[src/hdl/hpba_pkg.sv]
package hpba_pkg;

  localparam int ZONES_DEF         = 6;
  localparam int STALE_LIMIT_DEF   = 10000;
  localparam int UPDATE_PERIOD_DEF = 1000;

  localparam int NUM_CUR    = 6;
  localparam int TEMP_W     = 16;
  localparam int AGE_W      = 14;
  localparam int CNT_W      = 10;
  localparam int CUR_W      = 12;
  localparam int BUDGET_W   = 15;
  localparam int MASK_W     = 6;
  localparam int ZONE_W     = 3;
  localparam int CFG_IDX_W  = 3;
  localparam int CFG_DATA_W = 16;
  localparam int IN_DATA_W  = 24;
  localparam int OUT_DATA_W = 24;

  localparam logic signed [TEMP_W-1:0] TEMP_RESET = 16'sd256;
  localparam logic signed [TEMP_W:0]   ONE_DEGREE = 17'sd256;
  localparam logic signed [TEMP_W:0]   TEMP_MAX   = 17'sd32767;
  localparam logic [BUDGET_W-1:0]      BUDGET_RESET = 15'd1;

  localparam logic OP_REPORT = 1'b0;
  localparam logic OP_TICK   = 1'b1;

  localparam logic [CFG_IDX_W-1:0] REG_ZONE0     = 3'd0;
  localparam logic [CFG_IDX_W-1:0] REG_ZONE5     = 3'd5;
  localparam logic [CFG_IDX_W-1:0] REG_BUDGET    = 3'd6;
  localparam logic [CFG_IDX_W-1:0] REG_THRESHOLD = 3'd7;

  typedef struct packed {
    logic report;
    logic tick;
    logic stale;
    logic scan;
    logic pick;
    logic load;
  } dp_cmd_t;

  typedef struct packed {
    logic due;
    logic scan_last;
    logic pass_last;
  } dp_status_t;

endpackage

[src/hdl/hpba_datapath.sv]
module hpba_datapath
  import hpba_pkg::*;
#(
  parameter int ZONES         = ZONES_DEF,
  parameter int STALE_LIMIT   = STALE_LIMIT_DEF,
  parameter int UPDATE_PERIOD = UPDATE_PERIOD_DEF
) (
  input  logic                        clk,
  input  logic                        rst_n,
  input  dp_cmd_t                     cmd,
  output dp_status_t                  status,
  input  logic                        cfg_we,
  input  logic [CFG_IDX_W-1:0]        cfg_index,
  input  logic [CFG_DATA_W-1:0]       cfg_data,
  input  logic [ZONE_W-1:0]           in_zone,
  input  logic signed [TEMP_W-1:0]    in_reading,
  input  logic                        in_finite,
  output logic [MASK_W-1:0]           out_mask,
  output logic [BUDGET_W-1:0]         out_total
);

  localparam int ZW = (ZONES > 1) ? $clog2(ZONES) : 1;

  logic [CUR_W-1:0]           cur_r [NUM_CUR];
  logic [BUDGET_W-1:0]        budget_r;
  logic signed [TEMP_W-1:0]   thr_r;
  logic                       changed_r;

  logic signed [TEMP_W-1:0]   temp_r [ZONES];
  logic [AGE_W-1:0]           age_r [ZONES];
  logic [CNT_W-1:0]           cnt_r;

  logic [ZW-1:0]              k_r;
  logic [ZW-1:0]              pass_r;
  logic [ZW-1:0]              best_r;
  logic signed [TEMP_W-1:0]   best_temp_r;
  logic                       best_valid_r;
  logic [ZONES-1:0]           done_r;
  logic [MASK_W-1:0]          mask_r;
  logic [BUDGET_W-1:0]        total_r;
  logic [MASK_W-1:0]          out_mask_r;
  logic [BUDGET_W-1:0]        out_total_r;

  logic [CNT_W-1:0]           cnt_inc;
  logic signed [TEMP_W:0]     warm_sum;
  logic signed [TEMP_W-1:0]   warm;
  logic                       take;
  logic [ZONE_W:0]            best_ext;
  logic [CUR_W-1:0]           best_cur;
  logic [BUDGET_W:0]          sum;
  logic                       grant;

  assign cnt_inc  = (cnt_r == '1) ? cnt_r : cnt_r + 1'b1;
  assign warm_sum = {thr_r[TEMP_W-1], thr_r} + ONE_DEGREE;
  assign warm     = (warm_sum > TEMP_MAX) ? TEMP_MAX[TEMP_W-1:0] : warm_sum[TEMP_W-1:0];
  assign take     = !done_r[k_r] && (!best_valid_r || temp_r[k_r] < best_temp_r);
  assign best_ext = (ZONE_W + 1)'(best_r);
  assign best_cur = (best_ext < (ZONE_W + 1)'(NUM_CUR)) ? cur_r[best_ext[ZONE_W-1:0]] : '0;
  assign sum      = {1'b0, total_r} + (BUDGET_W + 1)'(best_cur);
  assign grant    = (best_temp_r < thr_r) && (sum < {1'b0, budget_r});

  assign status.due       = (cnt_inc >= CNT_W'(UPDATE_PERIOD)) || changed_r;
  assign status.scan_last = (k_r == ZW'(ZONES - 1));
  assign status.pass_last = (pass_r == ZW'(ZONES - 1));

  assign out_mask  = out_mask_r;
  assign out_total = out_total_r;

  always_ff @(posedge clk) begin
    if (!rst_n) begin
      for (int i = 0; i < NUM_CUR; i++) begin
        cur_r[i] <= '0;
      end
      budget_r  <= BUDGET_RESET;
      thr_r     <= '0;
      changed_r <= 1'b0;
      cnt_r     <= '0;
      for (int i = 0; i < ZONES; i++) begin
        temp_r[i] <= TEMP_RESET;
        age_r[i]  <= '0;
      end
      out_mask_r <= '0;
    end else begin
      if (cfg_we) begin
        if (cfg_index inside {[REG_ZONE0:REG_ZONE5]}) begin
          cur_r[cfg_index] <= cfg_data[CUR_W-1:0];
          changed_r        <= 1'b1;
        end else if (cfg_index == REG_BUDGET) begin
          budget_r  <= cfg_data[BUDGET_W-1:0];
          changed_r <= 1'b1;
        end else if (cfg_index == REG_THRESHOLD) begin
          thr_r <= cfg_data;
        end
      end
      if (cmd.tick) begin
        cnt_r <= status.due ? '0 : cnt_inc;
        if (status.due) begin
          changed_r <= 1'b0;
        end
      end
      for (int i = 0; i < ZONES; i++) begin
        if (cmd.report && in_finite && in_zone == ZONE_W'(i)) begin
          temp_r[i] <= in_reading;
          age_r[i]  <= '0;
        end
        if (cmd.tick && age_r[i] != '1) begin
          age_r[i] <= age_r[i] + 1'b1;
        end
        if (cmd.stale && age_r[i] > AGE_W'(STALE_LIMIT)) begin
          temp_r[i] <= warm;
        end
      end
      if (cmd.load) begin
        out_mask_r <= mask_r;
      end
    end
  end

  // selection pass: coldest remaining zone, lower index wins ties
  always_ff @(posedge clk) begin
    if (cmd.stale) begin
      k_r          <= '0;
      pass_r       <= '0;
      best_valid_r <= 1'b0;
      done_r       <= '0;
      mask_r       <= '0;
      total_r      <= '0;
    end
    if (cmd.scan) begin
      k_r <= status.scan_last ? '0 : k_r + 1'b1;
      if (take) begin
        best_r       <= k_r;
        best_temp_r  <= temp_r[k_r];
        best_valid_r <= 1'b1;
      end
    end
    if (cmd.pick) begin
      for (int i = 0; i < ZONES; i++) begin
        if (best_r == ZW'(i)) begin
          done_r[i] <= 1'b1;
        end
      end
      if (grant) begin
        total_r <= sum[BUDGET_W-1:0];
        if (best_ext < (ZONE_W + 1)'(MASK_W)) begin
          mask_r[best_ext[ZONE_W-1:0]] <= 1'b1;
        end
      end
      pass_r       <= pass_r + 1'b1;
      best_valid_r <= 1'b0;
    end
    if (cmd.load) begin
      out_total_r <= total_r;
    end
  end

endmodule

[src/hdl/hpba_ctrl.sv]
module hpba_ctrl
  import hpba_pkg::*;
(
  input  logic       clk,
  input  logic       rst_n,
  input  logic       in_tvalid,
  output logic       in_tready,
  input  logic       in_op,
  output logic       out_tvalid,
  input  logic       out_tready,
  input  dp_status_t status,
  output dp_cmd_t    cmd
);

  typedef enum logic [2:0] {
    S_IDLE,
    S_STALE,
    S_SCAN,
    S_PICK,
    S_OUT
  } state_t;

  state_t state_r;
  logic   out_tvalid_r;
  logic   accept;
  logic   out_free;

  assign in_tready  = (state_r == S_IDLE);
  assign accept     = in_tvalid && in_tready;
  assign out_free   = !out_tvalid_r || out_tready;
  assign out_tvalid = out_tvalid_r;

  always_comb begin
    cmd        = '0;
    cmd.report = accept && in_op == OP_REPORT;
    cmd.tick   = accept && in_op == OP_TICK;
    cmd.stale  = (state_r == S_STALE);
    cmd.scan   = (state_r == S_SCAN);
    cmd.pick   = (state_r == S_PICK);
    cmd.load   = (state_r == S_OUT) && out_free;
  end

  always_ff @(posedge clk) begin
    if (!rst_n) begin
      state_r      <= S_IDLE;
      out_tvalid_r <= 1'b0;
    end else begin
      if (cmd.load) begin
        out_tvalid_r <= 1'b1;
      end else if (out_tready) begin
        out_tvalid_r <= 1'b0;
      end
      case (state_r)
        S_IDLE: begin
          if (cmd.tick && status.due) begin
            state_r <= S_STALE;
          end
        end
        S_STALE: state_r <= S_SCAN;
        S_SCAN: begin
          if (status.scan_last) begin
            state_r <= S_PICK;
          end
        end
        S_PICK:  state_r <= status.pass_last ? S_OUT : S_SCAN;
        S_OUT: begin
          if (out_free) begin
            state_r <= S_IDLE;
          end
        end
        default: state_r <= S_IDLE;
      endcase
    end
  end

endmodule

[src/hdl/heater_power_budget_allocator_core.sv]
// Heater power budget allocator. Keeps the last temperature and reading age
// of each heater zone. A report word (tuser 0) stores a finite reading and
// leaves the input ready. A tick word (tuser 1) ages all readings; every
// UPDATE_PERIOD ticks, or on the first tick after a current or budget write,
// it runs an evaluation that replaces stale readings, walks the zones
// coldest first and switches on each cold zone whose current keeps the summed
// current strictly below the budget. The evaluation is one shared compare
// unit scanning the zone registers: after the stale step it runs ZONES
// selection passes of ZONES compares each, then loads the result word;
// no input is taken meanwhile. The result register lets the next word in
// while a result is pending.
module heater_power_budget_allocator_core
  import hpba_pkg::*;
#(
  parameter int ZONES         = ZONES_DEF,
  parameter int STALE_LIMIT   = STALE_LIMIT_DEF,
  parameter int UPDATE_PERIOD = UPDATE_PERIOD_DEF
) (
  input  logic                  clk,
  input  logic                  rst_n,
  input  logic                  in_tvalid,
  output logic                  in_tready,
  input  logic [IN_DATA_W-1:0]  in_tdata,   // zone, reading, reading_finite
  input  logic                  in_tuser,   // operation
  output logic                  out_tvalid,
  input  logic                  out_tready,
  output logic [OUT_DATA_W-1:0] out_tdata,  // heater_mask, total_current
  input  logic                  cfg_valid,
  output logic                  cfg_ready,
  input  logic [CFG_IDX_W-1:0]  cfg_index,
  input  logic [CFG_DATA_W-1:0] cfg_data
);

  dp_cmd_t             cmd;
  dp_status_t          status;
  logic [MASK_W-1:0]   mask;
  logic [BUDGET_W-1:0] total;

  assign cfg_ready = 1'b1;
  assign out_tdata = {(OUT_DATA_W - BUDGET_W - MASK_W)'(0), total, mask};

  hpba_ctrl u_ctrl (
    .clk        (clk),
    .rst_n      (rst_n),
    .in_tvalid  (in_tvalid),
    .in_tready  (in_tready),
    .in_op      (in_tuser),
    .out_tvalid (out_tvalid),
    .out_tready (out_tready),
    .status     (status),
    .cmd        (cmd)
  );

  hpba_datapath #(
    .ZONES         (ZONES),
    .STALE_LIMIT   (STALE_LIMIT),
    .UPDATE_PERIOD (UPDATE_PERIOD)
  ) u_dp (
    .clk        (clk),
    .rst_n      (rst_n),
    .cmd        (cmd),
    .status     (status),
    .cfg_we     (cfg_valid && cfg_ready),
    .cfg_index  (cfg_index),
    .cfg_data   (cfg_data),
    .in_zone    (in_tdata[ZONE_W-1:0]),
    .in_reading (in_tdata[ZONE_W+TEMP_W-1:ZONE_W]),
    .in_finite  (in_tdata[ZONE_W+TEMP_W]),
    .out_mask   (mask),
    .out_total  (total)
  );

endmodule

[config.mk]
export PLATFORM = sky130hd
export DESIGN_NAME = heater_power_budget_allocator_core
export DESIGN_NICKNAME = d
export VERILOG_FILES = /design/src/hdl/hpba_pkg.sv /design/src/hdl/hpba_datapath.sv /design/src/hdl/hpba_ctrl.sv /design/src/hdl/heater_power_budget_allocator_core.sv
export SDC_FILE = /design/constraint.sdc
export NUM_CORES = 1
export LEC_CHECK = 0
export BUFFER_PORTS_ARGS = -buffer_cell sky130_fd_sc_hd__buf_2
export CAP_MARGIN = 0
export CORE_AREA = 2 2 187 207
export DETAILED_ROUTE_END_ITERATION = 7
export DIE_AREA = 0 0 189 209
export PLACE_DENSITY = 0.77
export SETUP_SLACK_MARGIN = 0.4
export SLEW_MARGIN = 20
export SYNTH_ARGS = -nofsm -noshare
export SYNTH_HDL_FRONTEND = slang
export SYNTH_HIERARCHICAL = 1
export SYNTH_SLANG_ARGS = --single-unit
[constraint.sdc]
create_clock -name clk -period 6.3 [get_ports clk]
set_clock_uncertainty 0.15 [all_clocks]
set_input_delay 0 -clock clk [delete_from_list [all_inputs] [get_ports clk]]
set_output_delay 0 -clock clk [all_outputs]
set_load 0.1 [all_outputs]
After elaboration in Yosys (flattened, before gate mapping):

Memory sizes are Yosys's and may differ from the RTL's. A register that Yosys moved wholly into a read port is not among the register bits.
Index checks and enable logic that the tools add are counted.

* logic and storage cells: 278
* input bits: 49
* RAM bits: 252
* flip-flop bits (word level): 120
* memories kept: 3

Memories
* u_dp.temp_r: words 6, bits a word 16, read ports 1, clocked after memory_dff 1, write ports 6, line hpba_datapath.sv:29 `logic signed [TEMP_W-1:0] temp_r [ZONES];`
* u_dp.age_r: words 6, bits a word 14, read ports 6, clocked after memory_dff 0, write ports 6, line hpba_datapath.sv:30 `logic [AGE_W-1:0] age_r [ZONES];`
* u_dp.cur_r: words 6, bits a word 12, read ports 1, clocked after memory_dff 1, write ports 6, line hpba_datapath.sv:24 `logic [CUR_W-1:0] cur_r [NUM_CUR];`

* equal/unequal tests: 28
* bitwise logic cells: 28
* add/subtract/negate cells: 11
* order comparisons: 17
* reduce and logical (&&, ||, !) cells: 45
* mux-type cells: 130

Operators with widths (number)
* 16-bit two-way mux: 13
* 14-bit two-way mux: 12
* 14-bit by 1-bit adder with 14-bit output, second input constant: 6
* 14-bit > comparator, second input constant: 6
* 14-bit inequality test, second input constant: 6
* 1-bit two-way mux: 78
* 15-bit two-way mux: 3
* 6-bit two-way mux: 6
* 3-bit two-way mux: 11
* 16-bit less-than comparator: 2
* 1-bit logical AND: 28
* 3-bit equality test, second input constant: 9
* 12-bit two-way mux: 2
* 1-bit OR: 24
* 10-bit two-way mux: 2
* 3-bit by 2-bit equality test with 1-bit output, second input constant: 6
* 16-bit by 10-bit adder with 17-bit output, second input constant: 1
* 17-bit by 16-bit > comparator with 1-bit output, second input constant: 1
* 15-bit by 12-bit adder with 16-bit output: 1
* 16-bit by 15-bit less-than comparator with 1-bit output: 1
* 3-bit case mux with 5 select lines: 1
* 12-bit OR reduction: 1
* 10-bit by 1-bit adder with 10-bit output, second input constant: 1
* 10-bit equality test, second input constant: 1
* 20 further kinds: 37

Longest topological paths before layout:

Gate-level depths: netlist (run 1).

* word-level depth: 10
* gate-level depth with buffers: 21

Hierarchy:

The synthesis (run 1) kept the hierarchy.

Modules (own cells, without submodules)
* hpba_datapath: times used 1, cells an instance 1795, sequential area each 11130.7 um^2, area each 20084.3 um^2
* hpba_ctrl: times used 1, cells an instance 27, sequential area each 80.1 um^2, area each 242.7 um^2
* heater_power_budget_allocator_core: times used 1, cells an instance 6, sequential area each 0.0 um^2, area each 37.5 um^2

Worst setup path after synthesis (run 1):

No wires, ideal clock.

* path type: reg-to-reg
* from: reg (tool-made name)
* to: reg u_dp.total_r[10]
* library setup time: 0.121 ns
* slack: 1.291 ns
* cell stages (with the launch flop): 21
* data required time: 6.029 ns
* clock period less this slack: 5.009 ns
* path buffers: 4
* arrival: 4.739 ns
* cell sequence: dfxtp_1 -> clkbuf_1 -> buf_2 -> mux4_2 -> mux2i_1 -> nor2_1 -> ha_1 -> a2111oi_0 -> o21ai_0 -> a21oi_1 -> nand3b_1 -> o311ai_0 -> ha_1 -> a211oi_1 -> o21ai_0 -> o221a_2 -> o31ai_1 -> and4_1 -> buf_4 -> buf_6 -> mux2_2

RTL lines
* to (signal assigned): line hpba_datapath.sv:144 `total_r <= sum[BUDGET_W-1:0];`
* to (decl): line hpba_datapath.sv:40 `logic [BUDGET_W-1:0] total_r;`

==> flow_summary.json, run 1 <==
{
  "post_cts_buffers": 0,
  "ys_warn_count": 6,
  "cts_root_buf": "clkbuf_16",
  "cts_max_level": 2,
  "cp_max_fo": 15,
  "place_inst": 2350,
  "crit_chain": "buf_4 > mux4_2 > mux2i_1 > nor2_1 > ha_1 > o21ai_0 > o21a_1 > or4b_4 > a31oi_1 > xor2_1 > ha_1 > a211oi_1 > o21ai_0 > o31ai_1 > and4_1 > buf_4 > mux2_2",
  "start_util_pct": 54.1,
  "yosysTopAreaCellShare_pct": 46.6,
  "final_nets": 2067,
  "worst_path_max_delay_cell": "or4b_4",
  "p_leak_nw": 8.96,
  "synth-seq-cells": 402,
  "io_buffers": 67,
  "cts_made_buffers": 43,
  "hold_viol_final": 0,
  "max-clock-path-buffers": 3,
  "wl_per_cell_microns": 19.3,
  "initialDrtViolationCount": 1252,
  "maxSlewViolCount": 0,
  "synthTopCellsByArea": "edfxtp_1, dfxtp_1, mux4_2",
  "die-area_sq_um": 39500,
  "setup_viol": 0,
  "dpl.hpwl_microns": 32100,
  "firstDrtPassIters": 7,
  "worst_pin_slew_ns": 1.25,
  "syn_to_final_growth_pct": 13.5,
  "drive_above_1_share_pct": 12.2,
  "crit_path_end_kind": "flip-flop",
  "postLayoutCellArea_sq_um": 23100,
  "layout_min_cycle_time_ns": 5.47,
  "fp.dieH_microns": 209,
  "grt-ovfl-total": 0,
  "maxSlewHeadroom_pct": 16.3,
  "hold_class": "in -> reg",
  "stdcell_count": 2482,
  "ys_async_sr_fraction_pct": 0,
  "finalSetupTns_ns": 0,
  "clkLatencyLatePin_ns": 0.56,
  "routed_wl_microns": 47800,
  "cp.required_ns": 6.59,
  "timing.fmax_mhz": 183,
  "track_usage_pct": 23.9,
  "die_x_microns": 189,
  "grt_pass1_vias": 14400,
  "postPlaceCellArea_sq_um": 21200,
  "cp-start-kind": "flip-flop",
  "grt_pass1_wl_microns": 75100,
  "vias_per_cell": 5.87,
  "clkSinkCount": 402,
  "ir_drop_v": 0.000236,
  "rsz0062_at_grt": "false",
  "synth_edf_count": 316,
  "grt_antenna_before_repair": 3,
  "p_per_area_nw_per_um2": 257,
  "avgSynthCellArea_sq_um": 11.1,
  "syn_area_sq_um": 20400,
  "worstPathArrival_ns": 5.76,
  "synth_top_cell_by_area": "edfxtp_1",
  "ys.flop_type": "edfxtp_1",
  "cts_tree": "yes",
  "via_count": 14600,
  "run_status": "finished clean",
  "io_pins": 76,
  "drc": 0,
  "synthCells": 1828,
  "finalCritPeriodShare_pct": 86.8,
  "clkTransAtPathRegs_ns": 0.06,
  "yosysSeqAreaShare_pct": 55.1,
  "antenna_left": 0,
  "synth_cell_types": 71,
  "max_stage_delay_ns": 0.58,
  "hold-worst-slack_ns": 0.0721,
  "max_cap_viol_count": 0,
  "rows": 75,
  "fp.coreArea_sq_um": 37600,
  "globalplace.congestion": 0.923,
  "crit_type": "reg -> reg",
  "nFillCells": 2924,
  "grt_max_degree": 38
}
logic make-up (layout without fill, tap and decap cells):
logic type / Yosys count / count (layout) / share of synthesized area [%]
other cells: 3 / 31 / 0.0553
fa+ha+maj: 74 / 74 / 4.58
xor+xnor: 88 / 88 / 3.78
simple gates: 678 / 678 / 15.5
mux: 97 / 97 / 7.42
flops: 402 / 402 / 55.1
buf+inv: 193 / 319 / 3.91
compound gates: 293 / 293 / 9.70
cell type report:
cell class / instances / area (sq um) / share of cell area, %
clock inverters: 21 / 193 / 0.834
clock buffers: 59 / 1190 / 5.14
well taps: 500 / 626 / 2.71
diodes: 3 / 7.51 / 0.0325
repair buffers: 139 / 998 / 4.32
multi-input cells: 1258 / 8510 / 36.8
flip-flops and latches: 402 / 11200 / 48.5
inverters: 100 / 375 / 1.62
metrics by stage:
step	worst slack (ns)	total power, W	util [%]
2_1_floorplan	1.29	0.00336	-
3_3_place_gp	0.799	0.00348	56.4
3_5_place_dp	0.707	0.00350	56.4
4_1_cts	0.635	0.00597	61.4
5_1_grt	0.489	0.00614	61.4
6_report	0.835	0.00595	61.4
registers in the layout (all words and copies together), names as in the netlist, named ones only:
| register | flops |
|---|---|
| u_dp/cur_r | 96 |
| u_dp/temp_r | 96 |
| u_dp/age_r | 84 |
| u_dp/best_temp_r | 16 |
| u_dp/thr_r | 16 |
| u_dp/budget_r | 15 |
| u_dp/out_total | 15 |
| u_dp/total_r | 15 |
| u_dp/cnt_r | 10 |
| u_dp/done_r | 6 |
| u_dp/mask_r | 6 |
| u_dp/out_mask | 6 |
| u_ctrl/state_r | 3 |
| u_dp/best_r | 3 |
| u_dp/k_r | 3 |
| u_dp/pass_r | 3 |
| u_ctrl/out_tvalid | 1 |
| u_dp/best_valid_r | 1 |
| u_dp/changed_r | 1 |
what timing repair did:
| action | CTS | global route |
|---|---|---|
| resized for setup | 0 | 2 |
| hold buffers | 49 | 0 |
| hold endpoints to repair | 238 | 0 |
| setup endpoints to repair | 0 | 15 |
routing by layer:
metal / track usage (%) / share of wire (%) / up-vias
met2: 42.5 / 50 / 580
met1: 29.6 / 40 / 7022
met3: 3.44 / 6.9 / 109
li1: - / - / 6847
met4: 8.86 / 3.1 / 0
met5: 0 / 0 / -
worst paths after layout:
check / start / end / slack [ns] / cells past startpoint
worst max register to register: flip-flop / u_dp/total_r[8]$_DFF_P_ / 0.83 / 17
worst min-delay path: in_tuser / u_dp/cnt_r[0]$_SDFFE_PN0P_ / 0.07 / 4
worst max-delay path: flip-flop / u_dp/total_r[8]$_DFF_P_ / 0.83 / 17
worst min register to register: u_dp/budget_r[2]$_SDFFE_PN0P_ / u_dp/budget_r[2]$_SDFFE_PN0P_ / 0.31 / 2
worst max-delay path: cells and delay by family, from the launching register on:
| family | cells | cell delay (ns) |
|---|---|---|
| adder cells (fa/ha/maj) | 2 | 0.58 |
| buffers and inverters | 2 | 0.55 |
| flip-flops | 1 | 0.53 |
| multiplexers | 3 | 1.06 |
| AND/OR/NAND/NOR | 3 | 0.92 |
| AO/OA/AOI/OAI | 6 | 1.43 |
| XOR/XNOR | 1 | 0.12 |
placed cells by master, fill, tap and decap left out, types with 41 or more instances in the layout:
cell type | synthesis | layout
a22oi_1 | 79 | 79
dfxtp_1 | 86 | 84
nor2_1 | 205 | 203
nand2_1 | 224 | 224
inv_1 | 99 | 99
edfxtp_1 | 316 | 316
mux4_2 | 41 | 41
a21oi_1 | 79 | 79
clkbuf_16 | 0 | 44
nand3_1 | 73 | 73
ha_1 | 73 | 73
dlygate4sd3_1 | 0 | 49
xor2_1 | 48 | 48
buf_2 | 21 | 67
and3_1 | 45 | 45
synth_stat cells, drive strengths merged (8+ instances only):
library cell  count
edfxtp          316
nand2           224
nor2            205
inv              99
dfxtp            86
a21oi            80
a22oi            79
ha               73
nand3            73
clkbuf           57
xor2             48
and3             47
mux4             41
xnor2            40
buf              36
mux2i            35
o21ai            35
nor2b            30
mux2             21
nand2b           16
nand4            15
a31oi            13
nor3             13
o22ai            13
nand3b           12
a211oi           10
a21o              8
and2              8
o311ai            8
report_power, final:
part	internal [W]	switching [W]	total (W)
logic	0.000155	0.000239	0.000394
clock network	0.00145	0.00103	0.00248
registers	0.00300	0.0000829	0.00308
total	0.00460	0.00135	0.00595
Power figures use the tool's default switching activity.
==> inputs of run 2 (changes only) <==
Settings changed: ABC_AREA set to 1, CORE_AREA 2 2 187 207 to 2 2 189 209, DIE_AREA 0 0 189 209 to 0 0 191 211, PLACE_DENSITY 0.77 to 0.76.
==> run 2 against run 1 <==
Combinational power rose to 4.2 times the previous value. Largest power group unchanged. Critical path type unchanged. Routed wire length rose by 7.7%. Cell count is 18% higher. Critical path depth is 8 higher. Worst setup slack better by 0.18 ns.
==> flow_summary.json, run 2 <==
{
  "run_status": "finished clean",
  "via_count": 16900,
  "seq_power_share_pct": 43.6,
  "syn_area_sq_um": 20700,
  "synth-seq-cells": 402,
  "maxSlewViolCount": 0,
  "clkLatencyLatePin_ns": 0.55,
  "rr_worst_depth": 25,
  "crit_top_cell": "nand2_1",
  "ys_warn_count": 6,
  "cts_made_buffers": 42,
  "hold_depth": 4,
  "grt-ovfl-total": 0,
  "cp-start-kind": "flip-flop",
  "worstPathArrival_ns": 5.55,
  "cts_tree": "yes",
  "timing.fmax_mhz": 189,
  "top_regs": "u_dp/cur_r (96), u_dp/temp_r (96), u_dp/age_r (84)",
  "p_comb_share_pct": 22.5,
  "multiInputGateArea_sq_um": 8060,
  "ys_async_sr_fraction_pct": 0,
  "max_cap_viol_count": 0,
  "die_x_microns": 191,
  "routed_wl_microns": 51500,
  "final_nets": 2525,
  "crit_path_end_kind": "flip-flop",
  "firstDrtPassIters": 6,
  "final_common_cell": "edfxtp_1",
  "layout_min_cycle_time_ns": 5.28,
  "io_buffers": 67,
  "hold_end": "u_dp/budget_r[2]$_SDFFE_PN0P_",
  "cp_max_fo": 27,
  "register_area_sq_um": 11200,
  "die-area_sq_um": 40300,
  "start_util_pct": 54.5,
  "p_per_area_nw_per_um2": 315,
  "hold_class": "in -> reg",
  "ir_drop_v": 0.000204,
  "min_from": "cfg_data[2]",
  "clkTransAtPathRegs_ns": 0.07,
  "synth_top_cell_by_area": "edfxtp_1",
  "initialDrtViolationCount": 1698,
  "fp.dieH_microns": 211,
  "internal_power_w": 0.00511,
  "postPlaceCellArea_sq_um": 21500,
  "globalplace.congestion": 0.848,
  "cts_max_level": 2,
  "crit_type": "reg -> reg",
  "rows": 75,
  "setup_viol": 0,
  "max_stage_delay_ns": 0.59,
  "synth.most_common_cell": "edfxtp_1",
  "r2r_slack_ns": 1.02,
  "stdcell_count": 2938,
  "p_clk_share_pct": 33.8,
  "syn_to_final_growth_pct": 13.1,
  "synth_common_cells": "edfxtp_1, nor2_1, nand2_1",
  "switchingPower_w": 0.00228,
  "grt_pass1_wl_microns": 81900,
  "synthTopCellsByArea": "edfxtp_1, dfxtp_1, nor2_1",
  "yosysTopAreaCellShare_pct": 45.8,
  "cp.depth": 25,
  "finalSetupTns_ns": 0,
  "worst_pin_slew_ns": 1.15,
  "postLayoutCellArea_sq_um": 23400,
  "grt_antenna_before_repair": 3,
  "track_usage_pct": 25.6,
  "wl_per_cell_microns": 17.5,
  "synth_edf_count": 316,
  "dpl.hpwl_microns": 34100,
  "grt_max_degree": 60,
  "total_power_w": 0.00739,
  "r2r-end": "u_dp/total_r[5]$_DFF_P_",
  "p_leak_nw": 9.53,
  "max-clock-path-buffers": 3,
  "place_inst": 2809,
  "avgSynthCellArea_sq_um": 9.03,
  "drc": 0,
  "finalCritPeriodShare_pct": 83.9,
  "cts_root_buf": "clkbuf_16",
  "synth_cell_types": 53,
  "cts_resized": 0,
  "yosysSeqAreaShare_pct": 54.1,
  "crit_buf_inv": 1,
  "worst_path_max_delay_cell": "inv_1",
  "io_pins": 76,
  "antenna_left": 0,
  "hold_viol_final": 0,
  "clkSinkCount": 402,
  "hold-worst-slack_ns": 0.163,
  "rsz0062_at_grt": "false",
  "cpLargestDelayFamily": "compound AO/OA/AOI/OAI gates",
  "vias_per_cell": 5.74,
  "drive_above_1_share_pct": 7.89,
  "maxSlewHeadroom_pct": 23.1,
  "fp.coreArea_sq_um": 38000,
  "synthCells": 2297,
  "layout_common_cells": "edfxtp_1, nor2_1, nand2_1, inv_1, o21ai_0",
  "ys.flop_type": "edfxtp_1",
  "cp.required_ns": 6.57,
  "grt_pass1_vias": 16400,
  "swShare_pct": 30.9,
  "nFillCells": 3103
}
[run 2: cell count changes in the layout (fill, tap and decap cells not counted), moves of 41 or more]
| cell | previous run | this run |
|---|---|---|
| inv_1 | 99 | 301 |
| nor2_1 | 203 | 312 |
| a21oi_1 | 79 | 159 |
| o21ai_0 | 32 | 218 |
| mux4_2 | 41 | 0 |
| a31oi_1 | 13 | 57 |
| a22oi_1 | 79 | 1 |
| nand2_1 | 224 | 311 |
[run 2: layout make-up]
class	instances	area share (%)
clock buffer	56	5.19
antenna	3	0.0320
timing repair buffer	136	4.17
inverter	308	4.93
multi-input combinational	1512	34.4
sequential	402	47.8
clock inverter	21	0.795
tap	500	2.67
[run 2: kinds of logic after synthesis]
group                      count (synthesis)  synth area share [%]
and+or+nand+nor                          831                  17.1
AOI/OAI and AO/OA                        540                  15.0
buffers and inverters                    408                  7.62
DFF                                      402                  54.1
adders and majority gates                 74                  4.50
xor gates and xnor gates                  39                  1.65
other                                      3                0.0543
[run 2: power groups by stage]
stage | clock network, W | registers (W) | logic, W
3_3_place_gp | 0 | 0.00326 | 0.00154
4_1_cts | 0.00253 | 0.00322 | 0.00164
2_1_floorplan | 0 | 0.00321 | 0.00119
5_1_grt | 0.00263 | 0.00324 | 0.00185
6_report | 0.00250 | 0.00322 | 0.00167
3_5_place_dp | 0 | 0.00327 | 0.00160
[run 2: timing repair]
item	in CTS	in global routing
hold buffers	48	0
setup buffers	0	0
hold endpoints to repair	218	0
[run 2: how the worst max path moves through the flow]
stage,from,endpoint,slack (ns)
after floorplan,flip-flop,u_dp/total_r[4]$_DFF_P_,2.12
after global placement,flip-flop,u_dp/total_r[13]$_DFF_P_,1.22
after detailed placement,flip-flop,u_dp/total_r[1]$_DFF_P_,1.08
after CTS,flip-flop,u_dp/total_r[1]$_DFF_P_,1.05
after global routing,flip-flop,u_dp/total_r[10]$_DFF_P_,0.59
final,flip-flop,u_dp/total_r[5]$_DFF_P_,1.02
[run 2: tightest hold or removal path, delay by kind of cell]
kind / cells / cell delay, ns
buf+inv: 2 / 0.64
compound gates: 2 / 0.17
[run 2: metal layers]
metal  track usage (%)  wire length (microns)
met4              13.1                   2370
met2              43.4                  25000
met3              3.74                   3810
met1              32.0                  20300
met5                 0                      0
[run 2: per-stage QoR]
stage | util [%] | setup WS (ns)
2_1_floorplan | - | 2.12
5_1_grt | 61.7 | 0.588
6_report | 61.7 | 1.02
4_1_cts | 61.6 | 1.05
3_3_place_gp | 56.7 | 1.22
3_5_place_dp | 56.7 | 1.08
